<file path="config.mk">
export PLATFORM = sky130hd
export DESIGN_NAME = sorted_list_engine
export DESIGN_NICKNAME = d
export VERILOG_FILES = /design/src/sle_pkg.sv /design/src/sle_ctrl.sv /design/src/sle_datapath.sv /design/src/sorted_list_engine.sv
export SDC_FILE = /design/constraint.sdc
export NUM_CORES = 2
export LEC_CHECK = 0
export BUFFER_PORTS_ARGS = -buffer_cell sky130_fd_sc_hd__buf_2
export CAP_MARGIN = 25
export CELL_PAD_IN_SITES_DETAIL_PLACEMENT = 0
export CELL_PAD_IN_SITES_GLOBAL_PLACEMENT = 1
export CORE_UTILIZATION = 50
export DETAILED_ROUTE_END_ITERATION = 16
export HOLD_SLACK_MARGIN = 0.15
export PLACE_DENSITY = 0.76
export SYNTH_ARGS = -nofsm -noshare
export SYNTH_HDL_FRONTEND = slang
export SYNTH_SLANG_ARGS = --single-unit
export TNS_END_PERCENT = 1
</file>
<file path="constraint.sdc">
create_clock -name i_clk -period 7.44 [get_ports i_clk]
set_input_delay 0.372 -clock i_clk [delete_from_list [all_inputs] [get_ports i_clk]]
set_output_delay 0.372 -clock i_clk [all_outputs]
set_load 0.02 [all_outputs]
</file>
<file path="src/sle_pkg.sv">
// Package for the sorted list engine: sizes, codes and word types.
package sle_pkg;

    // Table geometry
    localparam int TABLE_DEPTH = 64;
    localparam int IDX_W       = $clog2(TABLE_DEPTH);
    localparam int CNT_W       = 7;

    // Operation codes
    localparam logic [2:0] OP_INSERT       = 3'd0;
    localparam logic [2:0] OP_SEARCH       = 3'd1;
    localparam logic [2:0] OP_REMOVE       = 3'd2;
    localparam logic [2:0] OP_REMOVE_FIRST = 3'd3;
    localparam logic [2:0] OP_REMOVE_LAST  = 3'd4;

    // Status codes
    localparam logic [1:0] ST_OK        = 2'd0;
    localparam logic [1:0] ST_NOT_FOUND = 2'd1;
    localparam logic [1:0] ST_EMPTY     = 2'd2;
    localparam logic [1:0] ST_FULL      = 2'd3;

    // Request word
    typedef struct packed {
        logic [2:0]         operation;
        logic signed [31:0] operand_value;
    } t_in_word;

    // Result word
    typedef struct packed {
        logic [1:0]         status;
        logic signed [31:0] removed_value;
        logic [CNT_W-1:0]   occupancy;
    } t_out_word;

    // Controller to datapath
    typedef struct packed {
        logic start;
        logic walk;
        logic finish;
    } t_cmd;

    // Datapath to controller
    typedef struct packed {
        logic done;
        logic out_free;
    } t_stat;

endpackage

</file>
<file path="src/sle_ctrl.sv">
// Controller state machine for the sorted list engine.
module sle_ctrl (
    input  logic             i_clk,
    input  logic             i_rst_n,
    input  logic             i_in_valid,
    input  sle_pkg::t_stat   i_stat,
    output logic             o_in_stall,
    output sle_pkg::t_cmd    o_cmd
);

    localparam logic [1:0] S_IDLE = 2'd0;
    localparam logic [1:0] S_WALK = 2'd1;
    localparam logic [1:0] S_FIN  = 2'd2;

    logic [1:0] r_state;
    logic [1:0] n_state;

    // One request at a time: take a word only when idle
    assign o_in_stall   = (r_state != S_IDLE);
    assign o_cmd.start  = (r_state == S_IDLE) && i_in_valid;
    assign o_cmd.walk   = (r_state == S_WALK);
    assign o_cmd.finish = (r_state == S_FIN) && i_stat.out_free;

    // Next state
    always_comb begin
        n_state = r_state;
        case (r_state)
            S_IDLE: begin
                if (i_in_valid) n_state = S_WALK;
            end
            S_WALK: begin
                if (i_stat.done) n_state = S_FIN;
            end
            S_FIN: begin
                if (i_stat.out_free) n_state = S_IDLE;
            end
            default: begin
                n_state = S_IDLE;
            end
        endcase
    end

    always_ff @(posedge i_clk) begin
        if (!i_rst_n) begin
            r_state <= S_IDLE;
        end else begin
            r_state <= n_state;
        end
    end

endmodule

</file>
<file path="src/sle_datapath.sv">
// Datapath for the sorted list engine: table memory, walk pointer, result register.
module sle_datapath (
    input  logic                i_clk,
    input  logic                i_rst_n,
    input  sle_pkg::t_cmd       i_cmd,
    input  sle_pkg::t_in_word   i_in_word,
    input  logic                i_out_stall,
    output sle_pkg::t_stat      o_stat,
    output logic                o_out_valid,
    output sle_pkg::t_out_word  o_out_word
);

    localparam int IW = sle_pkg::IDX_W;
    localparam int CW = sle_pkg::CNT_W;

    // Table storage
    logic [31:0] r_mem [sle_pkg::TABLE_DEPTH];
    logic [31:0] r_rdata;

    // Request and walk state
    logic [CW-1:0]      r_count;
    logic [2:0]         r_op;
    logic signed [31:0] r_val;
    logic [IW-1:0]      r_ptr;
    logic [IW-1:0]      r_didx;
    logic               r_dv;
    logic               r_issuing;
    logic               r_found;
    logic [IW-1:0]      r_ins_pos;
    logic [31:0]        r_removed;

    // Result register
    logic               r_out_valid;
    sle_pkg::t_out_word r_out_word;

    logic          full;
    logic [CW-1:0] cnt_m1;
    logic [IW-1:0] last_up;
    logic          desc;
    logic          issue;
    logic          issue_last;
    logic          q_lt_v;
    logic          q_eq_v;
    logic          dv_done;
    logic          proc;
    logic          no_walk;
    logic          in_desc;
    logic          wr_en;
    logic [IW-1:0] wr_addr;
    logic [31:0]   wr_data;

    assign full    = (r_count == CW'(sle_pkg::TABLE_DEPTH));
    assign cnt_m1  = r_count - CW'(1);
    assign last_up = cnt_m1[IW-1:0];
    assign desc    = (r_op == sle_pkg::OP_INSERT) || (r_op == sle_pkg::OP_REMOVE_LAST);
    assign q_lt_v  = $signed(r_rdata) < r_val;
    assign q_eq_v  = (r_rdata == r_val);
    assign proc    = i_cmd.walk && r_dv;

    // Decide at request time whether any entry must be read
    always_comb begin
        no_walk = (r_count == '0);
        case (i_in_word.operation)
            sle_pkg::OP_INSERT:       no_walk = (r_count == '0) || full;
            sle_pkg::OP_SEARCH,
            sle_pkg::OP_REMOVE,
            sle_pkg::OP_REMOVE_FIRST,
            sle_pkg::OP_REMOVE_LAST:  no_walk = (r_count == '0);
            default:                  no_walk = 1'b1;
        endcase
        in_desc = (i_in_word.operation == sle_pkg::OP_INSERT) ||
                  (i_in_word.operation == sle_pkg::OP_REMOVE_LAST);
    end

    // Read issue: one entry a cycle, upward or downward
    assign issue      = i_cmd.walk && r_issuing;
    assign issue_last = (r_op == sle_pkg::OP_REMOVE_LAST) ||
                        (desc ? (r_ptr == '0) : (r_ptr == last_up));

    // End of walk, judged on the word just returned
    always_comb begin
        case (r_op)
            sle_pkg::OP_INSERT:      dv_done = q_lt_v || (r_didx == '0);
            sle_pkg::OP_SEARCH:      dv_done = q_eq_v || (r_didx == last_up);
            sle_pkg::OP_REMOVE_LAST: dv_done = 1'b1;
            default:                 dv_done = (r_didx == last_up);
        endcase
    end

    assign o_stat.done     = r_dv ? dv_done : !r_issuing;
    assign o_stat.out_free = !r_out_valid || !i_out_stall;

    // Write port: shift during the walk, new value at finish
    always_comb begin
        wr_en   = 1'b0;
        wr_addr = r_didx;
        wr_data = r_rdata;
        if (i_cmd.finish) begin
            wr_en   = (r_op == sle_pkg::OP_INSERT) && !full;
            wr_addr = r_ins_pos;
            wr_data = r_val;
        end else if (proc) begin
            case (r_op)
                sle_pkg::OP_INSERT: begin
                    wr_en   = !q_lt_v;
                    wr_addr = r_didx + IW'(1);
                end
                sle_pkg::OP_REMOVE,
                sle_pkg::OP_REMOVE_FIRST: begin
                    wr_en   = r_found;
                    wr_addr = r_didx - IW'(1);
                end
                default: begin
                    wr_en = 1'b0;
                end
            endcase
        end
    end

    // Memory
    always_ff @(posedge i_clk) begin
        if (wr_en) begin
            r_mem[wr_addr] <= wr_data;
        end
        r_rdata <= r_mem[r_ptr];
    end

    // Walk control
    always_ff @(posedge i_clk) begin
        if (!i_rst_n) begin
            r_dv      <= 1'b0;
            r_issuing <= 1'b0;
        end else begin
            r_dv <= issue;
            if (i_cmd.start) begin
                r_issuing <= !no_walk;
            end else if (issue && issue_last) begin
                r_issuing <= 1'b0;
            end
        end
    end

    // Request latch, pointer and per-word bookkeeping
    always_ff @(posedge i_clk) begin
        r_didx <= r_ptr;
        if (i_cmd.start) begin
            r_op      <= i_in_word.operation;
            r_val     <= i_in_word.operand_value;
            r_ptr     <= in_desc ? last_up : '0;
            r_found   <= 1'b0;
            r_ins_pos <= '0;
            r_removed <= '0;
        end else begin
            if (issue) begin
                r_ptr <= desc ? (r_ptr - IW'(1)) : (r_ptr + IW'(1));
            end
            if (proc) begin
                case (r_op)
                    sle_pkg::OP_INSERT: begin
                        if (q_lt_v) r_ins_pos <= r_didx + IW'(1);
                    end
                    sle_pkg::OP_SEARCH: begin
                        if (q_eq_v) r_found <= 1'b1;
                    end
                    sle_pkg::OP_REMOVE: begin
                        if (q_eq_v) r_found <= 1'b1;
                    end
                    sle_pkg::OP_REMOVE_FIRST: begin
                        if (r_didx == '0) begin
                            r_found   <= 1'b1;
                            r_removed <= r_rdata;
                        end
                    end
                    sle_pkg::OP_REMOVE_LAST: begin
                        r_removed <= r_rdata;
                    end
                    default: begin
                        r_found <= r_found;
                    end
                endcase
            end
        end
    end

    // Count and result word
    always_ff @(posedge i_clk) begin
        if (!i_rst_n) begin
            r_count     <= '0;
            r_out_valid <= 1'b0;
        end else begin
            if (i_cmd.finish) begin
                r_out_valid <= 1'b1;
                case (r_op)
                    sle_pkg::OP_INSERT: begin
                        if (!full) r_count <= r_count + CW'(1);
                    end
                    sle_pkg::OP_REMOVE: begin
                        if (r_found) r_count <= cnt_m1;
                    end
                    sle_pkg::OP_REMOVE_FIRST,
                    sle_pkg::OP_REMOVE_LAST: begin
                        if (r_count != '0) r_count <= cnt_m1;
                    end
                    default: begin
                        r_count <= r_count;
                    end
                endcase
            end else if (r_out_valid && !i_out_stall) begin
                r_out_valid <= 1'b0;
            end
        end
    end

    always_ff @(posedge i_clk) begin
        if (i_cmd.finish) begin
            r_out_word.removed_value <= '0;
            r_out_word.occupancy     <= r_count;
            case (r_op)
                sle_pkg::OP_INSERT: begin
                    r_out_word.status <= full ? sle_pkg::ST_FULL : sle_pkg::ST_OK;
                    if (!full) r_out_word.occupancy <= r_count + CW'(1);
                end
                sle_pkg::OP_SEARCH: begin
                    r_out_word.status <= r_found ? sle_pkg::ST_OK : sle_pkg::ST_NOT_FOUND;
                end
                sle_pkg::OP_REMOVE: begin
                    r_out_word.status <= r_found ? sle_pkg::ST_OK : sle_pkg::ST_NOT_FOUND;
                    if (r_found) r_out_word.occupancy <= cnt_m1;
                end
                sle_pkg::OP_REMOVE_FIRST,
                sle_pkg::OP_REMOVE_LAST: begin
                    if (r_count == '0) begin
                        r_out_word.status <= sle_pkg::ST_EMPTY;
                    end else begin
                        r_out_word.status        <= sle_pkg::ST_OK;
                        r_out_word.removed_value <= r_removed;
                        r_out_word.occupancy     <= cnt_m1;
                    end
                end
                default: begin
                    r_out_word.status <= sle_pkg::ST_OK;
                end
            endcase
        end
    end

    assign o_out_valid = r_out_valid;
    assign o_out_word  = r_out_word;

endmodule

</file>
<file path="src/sorted_list_engine.sv">
// A request reads the stored entries one by one before its result is registered: search stops at
// the matching entry, insert at the first entry below its value, remove last reads only the last
// entry, and an empty table, insert on a full table or an unused code reads none. The table memory
// reads one entry a cycle. A new word waits while a request is in progress.
// Reset (synchronous, active low) empties the table and clears the result valid flag.
// Table contents are not cleared; entries at or above the occupancy are never read.
module sorted_list_engine (
    input  logic                i_clk,
    input  logic                i_rst_n,
    input  logic                i_in_valid,
    output logic                o_in_stall,
    input  sle_pkg::t_in_word   i_in_word,
    output logic                o_out_valid,
    input  logic                i_out_stall,
    output sle_pkg::t_out_word  o_out_word
);

    sle_pkg::t_cmd  cmd;
    sle_pkg::t_stat stat;

    sle_ctrl u_ctrl (
        .i_clk      (i_clk),
        .i_rst_n    (i_rst_n),
        .i_in_valid (i_in_valid),
        .i_stat     (stat),
        .o_in_stall (o_in_stall),
        .o_cmd      (cmd)
    );

    sle_datapath u_dp (
        .i_clk       (i_clk),
        .i_rst_n     (i_rst_n),
        .i_cmd       (cmd),
        .i_in_word   (i_in_word),
        .i_out_stall (i_out_stall),
        .o_stat      (stat),
        .o_out_valid (o_out_valid),
        .o_out_word  (o_out_word)
    );

endmodule

</file>
==> qor.csv <==
metric,value,unit
status,completed,
drc,0,
yosys-top-cells-area,"edfxtp_1, mux4_2, dfxtp_1",
wl_per_cell,32.9,µm
syn_area,86000,µm²
grt_pass1_vias,40304,
post_dp_cell_area,90300,µm²
path_common_cell,nand2_1,
synth_edf_count,2130,
cts_buffer_depth,3,
coreArea,170000,µm²
yosys_warnings,0,
clock-skew-final,0.0558,ns
num_rows,151,
clk_pin_slew_worst_paths,0.07,ns
slowest_delay,1.01,ns
synthTopCellsByCount,"edfxtp_1, mux4_2, clkbuf_1",
critical_path_arrival,5.38,ns
ys.flop_type,edfxtp_1,
finalHoldViolations,0,
die_y,417,µm
grt_pass1_wl,304000,µm
cts_post_setup_buffers_inserted,0,
synth-seq-cells,2219,
syn_inst,3791,
synth_top_area_share,74.3,%
worstPathCellList,or2_1 -> inv_2 -> nand2_1 -> o22ai_1 -> a221oi_1 -> nand2_1 -> nor4_2 -> buf_4,
cts.sinks,2219,
min_period,4.91,ns
start_kind,register,
io_pins,82,
totalWireLength,213000,µm
seq_area_frac_synth,76.4,%
syn_nets,3872,
async_flop_share,0,%
cts_hold_buf,38,
cap_violations,0,
regToRegSetupSlack,2.53,ns
fillers,12057,
hp-start,i_in_word[29],
cp_slowest_cell,a221oi_1,
avgViaCountPerCell,6.38,
critical_path_class,register to register,
path_buf_inv,2,
overflow,0,
synth.distinct_cells,74,
syn_avg_cell_area,22.7,µm²
fin_crit_sh,65.9,%
crit_start,u_dp.r_op[0]$_DFFE_PP_,
crit_path_end_kind,register,
antenna_found_initial,28,
worst_ep_required_time,7.91,ns
worstPathMaxFanout,20,
yosysMostFrequentCell,edfxtp_1,
p_leak,0.0309,µW
setup_violations,0,
cts_resized,0,
slew_viol_final,0,
root_buffer,clkbuf_16,
port_buffers,81,
stdcell_count,6463,
r2r_start,u_dp.r_op[0]$_DFFE_PP_,
numCtsBuffers,211,
worst-path-stages,8,
synth_area_leader_cell,edfxtp_1,
grt_start_max_net_pins,131,
postRouteAntennaNets,0,
htree_levels,4,
initial_core_util,50.6,%
relSlewSlack,20.9,%
hpwl,127000,µm
worstRegToRegCells,8,
nNetsFinal,4142,
fin_setup_tns,0,ns
cp-endpoint,u_dp.r_mem[33][13]$_DFFE_PP_,
grtUsageTotal,24.8,%
drtIter0Drc,5969,
place_inst,6027,
syn_to_final_growth,13.5,%
num_vias,41220,
fin_area,97600,µm²
die-area,174000,µm²
place_ws,2.76,ns
fmax,0.204,GHz
die_w,417,µm
gp_congestion,0.853,
worstReg2RegEnd,u_dp.r_mem[33][13]$_DFFE_PP_,
p_total,30600,µW
cts_tree,built,
rsz0062_at_grt,false,
peakVddDrop,261,µV
worst_pin_slew,1.19,ns
hold_path_class,input pin to register,
drt_first_pass_iters,7,
critical_path.top_delay_family,simple AND/OR/NAND/NOR gates,
drive_gt1_share,31.0,%
setup_ws,2.53,ns
power_density,313,nW/µm²
clock_latency,0.86,ns
[layout make-up]
class,instances,area (µm²),share of cell area [%]
flip-flops and latches,2219,65700,67.3
diodes,5,12.5,0.0128
well taps,2218,2780,2.84
inverters,48,181,0.186
clock inverters,132,1410,1.45
multi-input cells,1310,19900,20.4
clock buffers,260,5500,5.64
repair buffers,271,2100,2.15
[power by group]
part | switching, µW | total, µW | leakage (µW) | internal, µW
clock network | 4680 | 10700 | 0.00336 | 6020
registers | 125 | 15300 | 0.0199 | 15200
logic | 3330 | 4590 | 0.00763 | 1250
[sequential cells by signal (all words and copies together), names as in the netlist, 2 cells and up]
register and flops:
u_dp.r_val 32, u_dp.r_didx 6, u_dp.r_rdata 32, u_dp.r_mem 2048
u_dp.o_out_word 41, u_dp.r_op 3, u_ctrl.r_state 2, u_dp.r_ptr 6
u_dp.r_count 7, u_dp.r_ins_pos 6, u_dp.r_removed 32
[metrics by stage]
step / util, % / hold slack (ns)
4_1_cts: 57.4 / 0.180
3_3_place_gp: 53.1 / 0.466
2_1_floorplan: - / 0.346
5_1_grt: 57.4 / 0.223
3_5_place_dp: 53.1 / 0.480
6_report: 57.4 / 0.245
[cell usage in the layout (no fill, tap or decap), drive strengths merged, types with 4 or more instances in the layout]
| master | count |
|---|---|
| xor2 | 16 |
| o31ai | 4 |
| nand2 | 82 |
| mux4 | 672 |
| a21boi | 7 |
| nand4 | 11 |
| clkinvlp | 6 |
| ha | 41 |
| a221oi | 5 |
| nor2 | 68 |
| diode | 5 |
| clkbuf | 260 |
| or2 | 6 |
| and3 | 4 |
| dlygate4sd3 | 38 |
| xnor2 | 21 |
| buf | 233 |
| a31oi | 5 |
| o22ai | 10 |
| a21o | 7 |
| a21oi | 36 |
| nor2b | 5 |
| clkinv | 99 |
| mux2i | 36 |
| edfxtp | 2130 |
| bufinv | 21 |
| nor4 | 16 |
| o21ai | 59 |
| nor3 | 73 |
| or3 | 5 |
| dfxtp | 89 |
| and2 | 34 |
| inv | 54 |
| nand2b | 14 |
| nand3 | 20 |
| nand3b | 4 |
[routing by layer]
metal	GRT usage, %	vias up	wire length [µm]
met1	36.9	22041	85000
met2	37.6	2289	100000
li1	-	16602	-
met3	5.13	280	22100
met5	0	-	61
met4	6.66	8	5460
[logic make-up after synthesis]
group | count (synthesis) | synth area share (%)
DFF | 2219 | 76.4
muxes | 708 | 18.0
and+or+nand+nor | 349 | 2.01
buffers and inverters | 262 | 1.28
AOI/OAI and AO/OA | 174 | 1.30
adders and majority gates | 42 | 0.619
xor gates and xnor gates | 37 | 0.377
[worst min-delay path by stage]
stage / end / slack (ns) / cells past startpoint
6_report: u_dp.r_val[29]$_DFFE_PP_ / 0.25 / 2
5_1_grt: u_dp.r_val[19]$_DFFE_PP_ / 0.22 / 2
4_1_cts: u_dp.r_val[20]$_DFFE_PP_ / 0.18 / 2
3_5_place_dp: u_dp.r_removed[22]$_SDFFE_PP0P_ / 0.48 / 2
3_3_place_gp: u_dp.r_removed[22]$_SDFFE_PP0P_ / 0.47 / 2
2_1_floorplan: u_dp.r_didx[5]$_DFF_P_ / 0.35 / 0
No activity file was read; power rests on OpenSTA's default activity.
